## config.mk

```make
export PLATFORM = sky130hd
export DESIGN_NAME = byte_stream_shift_xor_hash_unit
export DESIGN_NICKNAME = d
export VERILOG_FILES = /design/src/rtl/bsxh_pkg.sv /design/src/rtl/bsxh_absorb.sv /design/src/rtl/bsxh_finish.sv /design/src/rtl/byte_stream_shift_xor_hash_unit.sv
export SDC_FILE = /design/constraint.sdc
export NUM_CORES = 1
export LEC_CHECK = 0
export BUFFER_PORTS_ARGS = -buffer_cell sky130_fd_sc_hd__buf_2
export CORE_UTILIZATION = 35
export DETAILED_ROUTE_END_ITERATION = 10
export SLEW_MARGIN = 10
export SYNTH_ARGS = -nofsm -noshare
export SYNTH_HDL_FRONTEND = slang
export SYNTH_SLANG_ARGS = --single-unit
```

## constraint.sdc

```tcl
create_clock -name clk -period 17.6 [get_ports clk]
set_input_delay 0 -clock clk [delete_from_list [all_inputs] [get_ports clk]]
set_output_delay 0 -clock clk [all_outputs]
set_load 0.02 [all_outputs]
```

## src/rtl/bsxh_pkg.sv

```systemverilog
// ----------------------------------------------------------------------------
// bsxh_pkg: shared constants and helpers for the byte stream shift/xor hash
// Mixing constants, masks and the byte bit-reversal used by the hash stages.
// ----------------------------------------------------------------------------
package bsxh_pkg;

  localparam int unsigned BYTE_W = 8;
  localparam int unsigned HASH_W = 64;
  localparam int unsigned HALF_W = 32;

  localparam logic [HASH_W-1:0] MASK_LOW32  = 64'h0000_0000_ffff_ffff;
  localparam logic [HALF_W-1:0] XOR_NARROW  = 32'h0000_00ff;
  localparam logic [HASH_W-1:0] XOR_WIDE    = 64'h0000_0000_0000_ffff;
  localparam logic [HASH_W-1:0] WIDE_LIMIT  = 64'h0000_0000_ff00_0000;
  localparam logic [HASH_W-1:0] WIDE_ADDEND = 64'h00ff_ffff_ffff_ffff;
  localparam logic [HASH_W-1:0] WIDE_TOPINV = 64'hff00_0000_0000_0000;

  typedef logic [HASH_W-1:0] hash_word_t;

  // Mirror the bit order of one byte.
  function automatic logic [BYTE_W-1:0] bit_reverse8(input logic [BYTE_W-1:0] b);
    logic [BYTE_W-1:0] r;
    for (int k = 0; k < BYTE_W; k++) begin
      r[k] = b[BYTE_W-1-k];
    end
    return r;
  endfunction

endpackage

```

## src/rtl/bsxh_absorb.sv

```systemverilog
// ----------------------------------------------------------------------------
// bsxh_absorb: per-byte accumulator update
// Loads the reversed first byte on message start, then mixes in the byte.
// ----------------------------------------------------------------------------
module bsxh_absorb (
  input  bsxh_pkg::hash_word_t acc_in,
  input  logic [7:0]           data_byte,
  input  logic                 start,
  input  logic                 wide,
  output bsxh_pkg::hash_word_t acc_out,
  output logic [7:0]           rev_out
);
  import bsxh_pkg::*;

  hash_word_t        acc_base;
  hash_word_t        w_sum;
  hash_word_t        w_mix;
  hash_word_t        w_res;
  logic [HALF_W-1:0] n_acc;
  logic [HALF_W-1:0] n_sum;
  logic [HALF_W-1:0] n_mix;

  assign rev_out  = bit_reverse8(data_byte);
  assign acc_base = start ? {56'd0, rev_out} : acc_in;

  // 64-bit variant
  always_comb begin
    w_sum = acc_base + ({49'd0, data_byte, 7'd0} | (acc_base >> 31));
    w_mix = (w_sum ^ (w_sum >> 6)) ^ XOR_WIDE;
    if (w_mix <= WIDE_LIMIT) begin
      w_res = (w_mix + WIDE_ADDEND) ^ WIDE_TOPINV;
    end else begin
      w_res = w_mix;
    end
  end

  // 32-bit variant, modulo 2^32
  assign n_acc = acc_base[HALF_W-1:0];
  assign n_sum = n_acc + ({17'd0, data_byte, 7'd0} | (n_acc >> 15));
  assign n_mix = (n_sum ^ (n_sum >> 6)) ^ XOR_NARROW;

  assign acc_out = wide ? w_res : {32'd0, n_mix};

endmodule

```

## src/rtl/bsxh_finish.sv

```systemverilog
// ----------------------------------------------------------------------------
// bsxh_finish: end-of-message finalization
// Shift/add/xor avalanche, then add the reversed first byte.
// ----------------------------------------------------------------------------
module bsxh_finish (
  input  bsxh_pkg::hash_word_t acc_in,
  input  logic [7:0]           first_rev,
  input  logic                 wide,
  output bsxh_pkg::hash_word_t hash_out
);
  import bsxh_pkg::*;

  hash_word_t mask;
  hash_word_t a0;
  hash_word_t a1;
  hash_word_t a2;
  hash_word_t a3;

  assign mask     = wide ? {HASH_W{1'b1}} : MASK_LOW32;
  assign a0       = acc_in & mask;
  assign a1       = (a0 + (a0 << 3)) & mask;
  assign a2       = a1 ^ (a1 >> 11);
  assign a3       = (a2 + (a2 << 15)) & mask;
  assign hash_out = (a3 + {56'd0, first_rev}) & mask;

endmodule

```

## src/rtl/byte_stream_shift_xor_hash_unit.sv

```systemverilog
// ----------------------------------------------------------------------------
// byte_stream_shift_xor_hash_unit: streaming byte hash, 32-bit or 64-bit
// Hashes a message delivered one byte per transfer and emits one hash word
// per message on the output stream.
// ----------------------------------------------------------------------------
// The unit takes one message byte per clock on the input stream, with tlast
// marking the final byte, and emits exactly one 64-bit hash per message
// (upper 32 bits zero in 32-bit mode). Throughput is one byte per cycle,
// sustained, also across message boundaries, while the output keeps up. A
// byte is held in the input register, mixed into the accumulator by the
// absorb logic as it leaves that register, and, if it is the last byte,
// finalized from the finish stage into the output register. The
// accumulator feedback through the absorb logic is the one loop that sets
// the one-byte-per-cycle figure. Stalls on the output stream only hold back
// last bytes; data bytes keep flowing while a finished hash waits. Write
// wide_mode only while no message is in flight.
module byte_stream_shift_xor_hash_unit (
  input  logic        clk,
  input  logic        rst,
  // configuration: bit 0 = wide_mode
  input  logic        cfg_wr_en,
  input  logic        cfg_wr_data,
  // input stream
  input  logic        s_axis_tvalid,
  output logic        s_axis_tready,
  input  logic [7:0]  s_axis_tdata,   // [7:0] data_byte
  input  logic        s_axis_tlast,   // last_byte
  // output stream
  output logic        m_axis_tvalid,
  input  logic        m_axis_tready,
  output logic [63:0] m_axis_tdata    // [63:0] hash_value
);
  import bsxh_pkg::*;

  // configuration
  logic       wide_mode;

  // input register
  logic       in_valid;
  logic [7:0] in_byte;
  logic       in_last;

  // message state
  hash_word_t accumulator;
  logic [7:0] first_reversed;
  logic       in_message;

  // finalization stage
  logic       fin_valid;
  hash_word_t fin_acc;
  logic [7:0] fin_rev;
  logic       fin_wide;

  // output register
  logic       out_valid;
  hash_word_t out_hash;

  // combinational results
  hash_word_t accumulator_next;
  logic [7:0] rev_next;
  hash_word_t hash_next;

  // handshake control
  logic out_free;
  logic fin_free;
  logic in_move;

  assign out_free      = !out_valid || m_axis_tready;
  assign fin_free      = !fin_valid || out_free;
  // a data byte always moves on; a last byte waits for room in the finish stage
  assign in_move       = in_valid && (!in_last || fin_free);
  assign s_axis_tready = !in_valid || in_move;

  assign m_axis_tvalid = out_valid;
  assign m_axis_tdata  = out_hash;

  bsxh_absorb u_absorb (
    .acc_in    (accumulator),
    .data_byte (in_byte),
    .start     (!in_message),
    .wide      (wide_mode),
    .acc_out   (accumulator_next),
    .rev_out   (rev_next)
  );

  bsxh_finish u_finish (
    .acc_in    (fin_acc),
    .first_rev (fin_rev),
    .wide      (fin_wide),
    .hash_out  (hash_next)
  );

  // configuration register
  always_ff @(posedge clk) begin
    if (rst) begin
      wide_mode <= 1'b0;
    end else if (cfg_wr_en) begin
      wide_mode <= cfg_wr_data;
    end
  end

  // input register: load on transfer, drop once the byte is absorbed
  always_ff @(posedge clk) begin
    if (rst) begin
      in_valid <= 1'b0;
    end else if (s_axis_tready) begin
      in_valid <= s_axis_tvalid;
    end
  end

  always_ff @(posedge clk) begin
    if (s_axis_tvalid && s_axis_tready) begin
      in_byte <= s_axis_tdata;
      in_last <= s_axis_tlast;
    end
  end

  // absorb: advance the accumulator, capture the first byte on message start
  always_ff @(posedge clk) begin
    if (rst) begin
      accumulator    <= '0;
      first_reversed <= '0;
      in_message     <= 1'b0;
    end else if (in_move) begin
      accumulator <= accumulator_next;
      if (!in_message) begin
        first_reversed <= rev_next;
      end
      in_message <= !in_last;
    end
  end

  // finish stage: take the final accumulator and the first byte of this message
  always_ff @(posedge clk) begin
    if (rst) begin
      fin_valid <= 1'b0;
    end else if (in_move && in_last) begin
      fin_valid <= 1'b1;
    end else if (out_free) begin
      fin_valid <= 1'b0;
    end
  end

  always_ff @(posedge clk) begin
    if (in_move && in_last) begin
      fin_acc  <= accumulator_next;
      fin_rev  <= in_message ? first_reversed : rev_next;
      fin_wide <= wide_mode;
    end
  end

  // output register: hold the hash until the transfer completes
  always_ff @(posedge clk) begin
    if (rst) begin
      out_valid <= 1'b0;
    end else if (out_free) begin
      out_valid <= fin_valid;
    end
  end

  always_ff @(posedge clk) begin
    if (out_free && fin_valid) begin
      out_hash <= hash_next;
    end
  end

endmodule

```

Yosys cells after proc, flatten, opt, wreduce, memory -nomap -nowiden:

Index checks and enable logic that the tools add are counted.

* flip-flop bits (word level): 223
* latch bits: 0
* memory bits (writable): 0
* bits in read-only memories: 0
* output and inout bits: 66
* word-level logic and storage cells: 52
* memories kept: 0

* $add $sub $neg: 6
* $mul: 0
* div/mod/pow operators: 0
* $lt $le $gt $ge: 1
* equal/unequal tests: 0
* shift operators: 0
* multiplexer cells: 7
* bitwise gates (word level): 12
* reductions and logical operators: 13

Operator list (count)
* 64-bit AND: 4
* 64-bit 2-to-1 mux: 4
* 64-bit adder: 3
* 64-bit by 56-bit adder with 64-bit output (second input constant): 1
* 64-bit by 8-bit adder with 64-bit output: 1
* 64-bit by 32-bit less-or-equal comparator with 1-bit output (second input constant): 1
* 64-bit by 53-bit XOR with 64-bit output: 1
* 64-bit by 58-bit XOR with 64-bit output: 1
* 15-bit by 33-bit OR with 33-bit output: 1
* 32-bit adder: 1
* 32-bit by 26-bit XOR with 32-bit output: 1
* 15-bit by 17-bit OR with 17-bit output: 1
* 16-bit NOT: 1
* 8-bit NOT: 2
* 8-bit 2-to-1 mux: 1
* 1-bit logical AND: 4
* 1-bit zero test: 4
* 1-bit logical OR: 4
* 1-bit 2-to-1 mux: 2
* 2-bit nonzero test: 1

Logic depth before layout (Yosys ltp):

Gate-level depths: netlist of run 1.

* depth in word-level cells: 9
* gate-level depth with buffers: 36
* mapped depth without buffers: 30

Hierarchy:

From an unflattened synthesis of run 1, not the netlist that was laid out.

* cell total of the unflattened synthesis: 3287
* area total of the unflattened synthesis: 26770.7 um2

By module, submodules not included
* bsxh_finish: instances 1, cells each 1546, area an instance 10233.6 um2, sequential area each 0.0 um2
* bsxh_absorb: instances 1, cells each 1235, area an instance 8525.7 um2, sequential area each 0.0 um2
* byte_stream_shift_xor_hash_unit: instances 1, cells each 506, area an instance 8011.4 um2, sequential area each 5925.7 um2

Worst setup path before layout of run 1:

No wires, ideal clock.

* path kind: flip-flop to flip-flop
* start point: register fin_wide
* end point: register out_hash[63], in the netlist m_axis_tdata[63] (data pin)
* library setup time: 0.261 ns
* data arrival time: 8.000 ns
* data required time: 17.339 ns
* setup slack: 9.339 ns
* stages on the path, launching flop included: 36
* buffers on the path: 8
* cell sequence: edfxtp_1 -> clkbuf_1 -> clkbuf_1 -> buf_1 -> clkbuf_1 -> buf_1 -> clkbuf_1 -> clkbuf_1 -> and2_1 -> ha_1 -> nand2_1 -> nor4_1 -> nand2_1 -> o221ai_1 -> o21bai_1 -> o21ai_0 -> o21a_1 -> a21oi_1 -> xor2_1 -> xnor2_1 -> nor2_1 -> ha_1 -> clkbuf_1 -> nand2_1 -> nor3_1 -> nand2_1 -> a2111oi_0 -> o21a_1 -> nor3_1 -> nand4b_1 -> nor4_1 -> nand2_1 -> nor4b_1 -> nand4bb_1 -> xnor3_1 -> mux2i_1

* word-level cells in the longest chain between the ends: 9

Ends and longest elaborated chain
* from (decl): line byte_stream_shift_xor_hash_unit.sv:52 `logic fin_wide;`
* from (signal assigned): line byte_stream_shift_xor_hash_unit.sv:148 `fin_wide <= wide_mode;`
* 64-bit 2-to-1 mux *: line bsxh_finish.sv:19 `assign mask = wide ? {HASH_W{1'b1}} : MASK_LOW32;`
* 64-bit AND: line bsxh_finish.sv:20 `assign a0 = acc_in & mask;`
* 64-bit adder: line bsxh_finish.sv:21 `assign a1 = (a0 + (a0 << 3)) & mask;`
* 64-bit AND: line bsxh_finish.sv:21
* 64-bit by 53-bit XOR with 64-bit output: line bsxh_finish.sv:22 `assign a2 = a1 ^ (a1 >> 11);`
* 64-bit adder: line bsxh_finish.sv:23 `assign a3 = (a2 + (a2 << 15)) & mask;`
* 64-bit AND: line bsxh_finish.sv:23
* 64-bit by 8-bit adder with 64-bit output: line bsxh_finish.sv:24 `assign hash_out = (a3 + {56'd0, first_rev}) & mask;`
* 64-bit AND *: line bsxh_finish.sv:24
* named net hash_next[63]: line byte_stream_shift_xor_hash_unit.sv:61 `hash_word_t hash_next;`
* to (signal assigned): line byte_stream_shift_xor_hash_unit.sv:163 `out_hash <= hash_next;`
* to (decl): line byte_stream_shift_xor_hash_unit.sv:56 `hash_word_t out_hash;`

The timed path passes the listed nets; every way through them passes the cells marked *.
A chain may end at the register's enable or synchronous reset.

Final worst setup path of run 1:

Ends and elaborated chain as after synthesis.

==> flow_summary.json, run 1 <==
{
  "maxCapViolCount": 0,
  "grt_max_degree": 78,
  "finalCriticalPeriod_ps": 9180,
  "setup.worst_path.start": "fin_wide$_DFFE_PP_",
  "syn_avg_cell_area_um2": 7.84,
  "fillers": 7283,
  "endpoint_kind": "register",
  "postRouteAntennaNets": 0,
  "hold_viol": 0,
  "ys_types": 103,
  "path_clk_slew_ps": 70,
  "drt_iter0_drc": 2163,
  "top_layer": "met4",
  "max_freq_mhz": 109,
  "setup_viol": 0,
  "clock_latency_ps": 570,
  "power_mw": 2.26,
  "cts_tree": "yes",
  "netlist_top_cells_count": "nand2_1, nor2_1, xnor2_1",
  "syn2layout_area_growth_pct": 8.97,
  "grt_pass1_vias": 21600,
  "place_ws_ps": 8590,
  "hp-class": "in2reg",
  "worstSetupPathType": "reg2reg",
  "synth_top_area_frac": 0.178,
  "io_buffers": 80,
  "h-tree-depth": 1,
  "synth.most_common_cell": "nand2_1",
  "synth_area_leaders": "edfxtp_1, xnor2_1, ha_1",
  "cts-root-buf": "clkbuf_16",
  "cts_resized": 0,
  "drt-vias-per-instance": 5.68,
  "gr-total-overflow": 0,
  "start_kind": "register",
  "worst-slew-pin-transition_ps": 1060,
  "hpwl_um": 63900,
  "grt.total_usage": 0.218,
  "row_count": 96,
  "tns_ps": 0,
  "maxSlewHeadroom": 0.289,
  "vdd_ir_drop_max_v": 0.0000656,
  "yosys_register_bits": 223,
  "io_pins": 81,
  "route.vias.total": 23300,
  "synth_edf_count": 146,
  "dr_wl_met3_um": 5110,
  "synth_cells": 3147,
  "cts_buffers": 27,
  "clockBufferDepth": 3,
  "arrival_ps": 9500,
  "synth_warnings": 0,
  "dr.pass1.iters": 6,
  "start_util": 0.357,
  "reg2reg_depth": 26,
  "power_density_nw_per_um2": 83.9,
  "grt_pass1_wl_um": 124000,
  "setup_ws_ps": 8420,
  "maxSlewViolCount": 0,
  "core_area_um2": 69200,
  "wl_met2_um": 34800,
  "grt_setup_unrepaired": "false",
  "drt-total-wl_um": 79600,
  "antenna_found_initial": 0,
  "fin_crit_sh": 0.522,
  "ys_seq_area_frac": 0.240,
  "clock-sinks": 223,
  "wl_per_cell_um": 19.4,
  "place.gp.congestion": 0.967,
  "crit_end": "m_axis_tdata[63]$_DFFE_PP_",
  "r2r-start": "fin_wide$_DFFE_PP_",
  "syn_nets": 3321,
  "n_antenna_cell": 0,
  "die_h_um": 268,
  "async_flop_share": 0,
  "clock_skew_ps": 15.6,
  "die_w_um": 268,
  "yosysTopAreaCell": "edfxtp_1",
  "reg2reg_slack_ps": 8420,
  "rr_endpoint": "m_axis_tdata[63]$_DFFE_PP_",
  "nets": 3323,
  "drcViolationCount": 0,
  "run_status": "completed",
  "cp.required_ps": 17920,
  "met1_length_um": 36900,
  "drive_above_1_share": 0.0697,
  "dominantRegCellSynth": "edfxtp_1",
  "synth.cell_area_um2": 24700,
  "p_leak_nw": 10.6,
  "critPathMaxFanout": 77,
  "dieArea_um2": 71600
}
==> cells by family after synthesis <==
| logic type | count (synthesis) | synth area share |
|---|---|---|
| buffers and inverters | 228 | 0.0368 |
| muxes | 38 | 0.0157 |
| DFF | 223 | 0.240 |
| and+or+nand+nor | 1293 | 0.263 |
| AOI/OAI and AO/OA | 816 | 0.218 |
| xor gates and xnor gates | 380 | 0.140 |
| adders and majority gates | 169 | 0.0862 |
==> worst max-delay path: stages, from the launching register on <==
cell and delay, ps:
edfxtp_1 560, buf_4 660, nand2_1 140, xor2_1 170, or3_1 400, nor4_1 420, nor2_1 170, o31ai_1 500
a32oi_1 200, xnor2_1 270, nand2_1 100, xor2_1 330, ha_1 430, a211oi_1 280, o21bai_1 160, a2111oi_0 850
a2111oi_0 260, buf_4 210, nor4_1 250, nor3_1 150, nand4b_1 260, nor4_1 710, nand2_1 110, nor4b_1 660
nand4bb_1 240, xnor3_1 240, mux2i_1 130
==> layer usage <==
| metal | GRT usage | vias to the layer above |
|---|---|---|
| li1 | - | 11500 |
| met1 | 0.309 | 10900 |
| met2 | 0.344 | 829 |
| met3 | 0.0200 | 111 |
| met4 | 0.0775 | 0 |
| met5 | 0 | - |
==> registers in the layout (all words and copies together), names as in the netlist <==
| register | cells |
|---|---|
| accumulator | 64 |
| fin_acc | 64 |
| fin_rev | 8 |
| fin_valid | 1 |
| fin_wide | 1 |
| first_reversed | 8 |
| in_byte | 8 |
| in_last | 1 |
| in_message | 1 |
| in_valid | 1 |
| m_axis_tdata | 64 |
| m_axis_tvalid | 1 |
| wide_mode | 1 |
==> timing repair <==
| item | in CTS | in global routing |
|---|---|---|
| endpoints found under the hold margin | 31 | 0 |
| hold buffers | 17 | 0 |
| buffers inserted | 0 | 0 |
==> layout by cell type (no fill, tap or decap), types with 15 or more instances in the layout <==
cell type and n:
o21ai_1 27, or2_2 16, a21oi_1 218, o31ai_1 19
nor3_1 72, and4_1 15, nor2b_1 22, clkbuf_16 29
dlygate4sd3_1 17, o21a_1 36, xor2_1 139, and2_1 95
nand4_1 65, xnor2_1 232, a211oi_1 35, a211o_1 17
nand3_1 97, or3_1 38, and3_1 38, mux2i_1 33
nor2_1 303, a21o_1 84, nand2b_1 53, a31oi_1 31
buf_4 21, o21bai_1 20, inv_1 80, nor4_1 29
o21ai_0 135, ha_1 154, nand2_1 369, o211ai_1 36
dfxtp_1 75, edfxtp_1 146, buf_2 80
==> final cells by class <==
type / instances / area [um2] / area share
Tap cell: 931 / 1160 / 0.0433
Clock buffer: 37 / 776 / 0.0288
Sequential cell: 223 / 5930 / 0.220
Inverter: 83 / 312 / 0.0116
Timing Repair Buffer: 118 / 728 / 0.0271
Multi-Input combinational cell: 2696 / 17900 / 0.664
Clock inverter: 13 / 119 / 0.00442
==> where the power goes <==
group	total, mW	internal, mW	switching (mW)	leakage, nW
registers	0.631	0.615	0.0167	1.98
clock network	0.559	0.326	0.233	0.433
logic	1.07	0.396	0.671	8.24
total	2.26	1.34	0.920	10.6
==> stage by stage <==
stage          std cells   util  hold slack, ps  instance area, um2
6_report            4101  0.389             146               26900
5_1_grt             4101  0.389             138               26900
4_1_cts             4101  0.389             116               26900
3_5_place_dp        4034  0.373             178               25800
3_3_place_gp        4034  0.373             178               25800
2_1_floorplan       3147      -            98.9               24700
==> how the worst min path moves through the flow <==
stage,startpoint,endpoint,slack [ps],cells past startpoint
6_report,s_axis_tdata[6],in_byte[6]$_DFFE_PP_,150,2
5_1_grt,s_axis_tdata[3],in_byte[3]$_DFFE_PP_,140,2
4_1_cts,s_axis_tlast,in_last$_DFFE_PP_,120,2
3_5_place_dp,s_axis_tdata[6],in_byte[6]$_DFFE_PP_,180,1
3_3_place_gp,s_axis_tdata[1],in_byte[1]$_DFFE_PP_,180,1
2_1_floorplan,s_axis_tdata[0],in_byte[0]$_DFFE_PP_,100,0
No activity file was read; power rests on OpenSTA's default activity.
==> inputs of run 2 (changes only) <==
==> constraint.sdc (replaced) <==
create_clock -name clk -period 9.43 [get_ports clk]
set_input_delay 0 -clock clk [delete_from_list [all_inputs] [get_ports clk]]
set_output_delay 0 -clock clk [all_outputs]
set_load 0.02 [all_outputs]
==> flow_summary.json, run 2 (same netlist as run 1, synthesis figures left out) <==
{
  "run_status": "completed",
  "path_clk_slew_ps": 70,
  "grt_pass1_wl_um": 122000,
  "hold_viol": 0,
  "die_h_um": 268,
  "hold_ws_ps": 135,
  "nets": 3327,
  "grt_setup_unrepaired": "false",
  "io_pins": 81,
  "setup_ws_ps": 562,
  "wl_per_cell_um": 19.2,
  "dieArea_um2": 71600,
  "start_util": 0.357,
  "p_sw_frac": 0.404,
  "n_antenna_cell": 0,
  "max_stage_delay_ps": 630,
  "maxCapViolCount": 0,
  "p_leak_nw": 10.7,
  "drive_above_1_share": 0.0718,
  "cpLargestDelayFamily": "compound AO/OA/AOI/OAI gates",
  "row_count": 96,
  "power_density_nw_per_um2": 158,
  "hpwl_um": 63400,
  "combPwrFrac": 0.466,
  "place_ws_ps": 691,
  "gr-total-overflow": 0,
  "switchingPower_mw": 1.72,
  "grt.total_usage": 0.216,
  "worstSetupPathType": "reg2reg",
  "setup_viol": 0,
  "core_area_um2": 69200,
  "clockBufferDepth": 3,
  "place.gp.congestion": 0.984,
  "drt_iter0_drc": 1970,
  "clock-sinks": 223,
  "start_kind": "register",
  "cts-root-buf": "clkbuf_16",
  "die_w_um": 268,
  "tns_ps": 0,
  "cts_buffers": 27,
  "r2r-start": "fin_acc[0]$_DFFE_PP_",
  "drt-total-wl_um": 78900,
  "crit_buf_inv": 1,
  "endpoint_kind": "register",
  "p_int_mw": 2.54,
  "worst-slew-pin-transition_ps": 1130,
  "maxSlewHeadroom": 0.241,
  "drcViolationCount": 0,
  "route.vias.total": 23300,
  "syn2layout_area_growth_pct": 9.28,
  "final_cell_mix": "nand2_1, nor2_1, xnor2_1",
  "setup.worst_path.start": "fin_acc[0]$_DFFE_PP_",
  "antenna_found_initial": 2,
  "fin_crit_sh": 0.940,
  "grt_pass1_vias": 21400,
  "clock_skew_ps": 28.8,
  "hold_start": "s_axis_tdata[6]",
  "io_buffers": 80,
  "hp-class": "in2reg",
  "dr.pass1.iters": 5,
  "arrival_ps": 9180,
  "grt_max_degree": 75,
  "finalCriticalPeriod_ps": 8870,
  "drt-vias-per-instance": 5.68,
  "clock_latency_ps": 570,
  "critPathMaxFanout": 6,
  "cp.required_ps": 9740,
  "postRouteAntennaNets": 0,
  "cts_tree": "yes",
  "maxSlewViolCount": 0,
  "layout_commonest_cell": "nand2_1",
  "slowest_stage": "or4b_2",
  "clkPwrFrac": 0.257,
  "fillers": 7243,
  "pwr-share-seq": 0.278,
  "h-tree-depth": 1,
  "vdd_ir_drop_max_v": 0.000117,
  "max_freq_mhz": 113
}
## run 2: timing repair
item / CTS / global route
setup endpoints to repair: 0 / 1
gates resized for setup: 0 / 2
setup buffers: 0 / 0
hold buffers: 17 / 0
hold endpoints to repair: 26 / 0
## run 2: per-stage QoR
step / power, mW / std cells / area [um2] / utilization
3_5_place_dp: 3.15 / 4038 / 25900 / 0.374
3_3_place_gp: 3.15 / 4038 / 25900 / 0.374
4_1_cts: 4.26 / 4105 / 27000 / 0.390
6_report: 4.26 / 4105 / 27000 / 0.390
5_1_grt: 4.54 / 4105 / 27000 / 0.390
2_1_floorplan: 2.71 / 3147 / 24700 / -
## run 2: path summary, 6_finish.rpt
kind,depth (start not counted),slack (ps),to
setup / recovery,29,560,m_axis_tdata[63]$_DFFE_PP_
hold / removal,2,130,in_byte[6]$_DFFE_PP_
hold reg to reg,2,450,first_reversed[7]$_SDFFE_PP0P_
setup reg to reg,29,560,m_axis_tdata[63]$_DFFE_PP_
## run 2: power by group through the flow
stage / combinational [mW] / sequential, mW / clock (mW)
CTS: 1.96 / 1.18 / 1.12
global route: 2.20 / 1.19 / 1.15
finish: 1.98 / 1.18 / 1.09
detailed placement: 1.95 / 1.20 / 0
global placement: 1.94 / 1.20 / 0
floorplan: 1.50 / 1.21 / 0
## run 2: final cells by class
type                       instances  area, um2  share of cell area
clock buffer                      30        697              0.0258
clock inverter                    20        238             0.00881
inverter                          83        312              0.0116
multi-input combinational       2696      17900               0.663
sequential                       223       5930               0.220
tap                              931       1160              0.0432
timing repair buffer             122        758              0.0281
## run 2: routing by layer
layer,up-vias,share of wire,GRT usage
met5,-,0,0
met3,130,0.062,0.0220
met2,845,0.44,0.343
li1,11500,-,-
met1,10800,0.47,0.307
met4,0,0.031,0.0670
## run 2: worst reg2reg max path: cells and delay by family, from the launching register on
family	cells	cell delay, ps
and+or+nand+nor	9	2670
muxes	1	130
DFF	1	380
xor gates and xnor gates	5	1360
buffers and inverters	1	60
AOI/OAI and AO/OA	10	3050
adders and majority gates	3	980
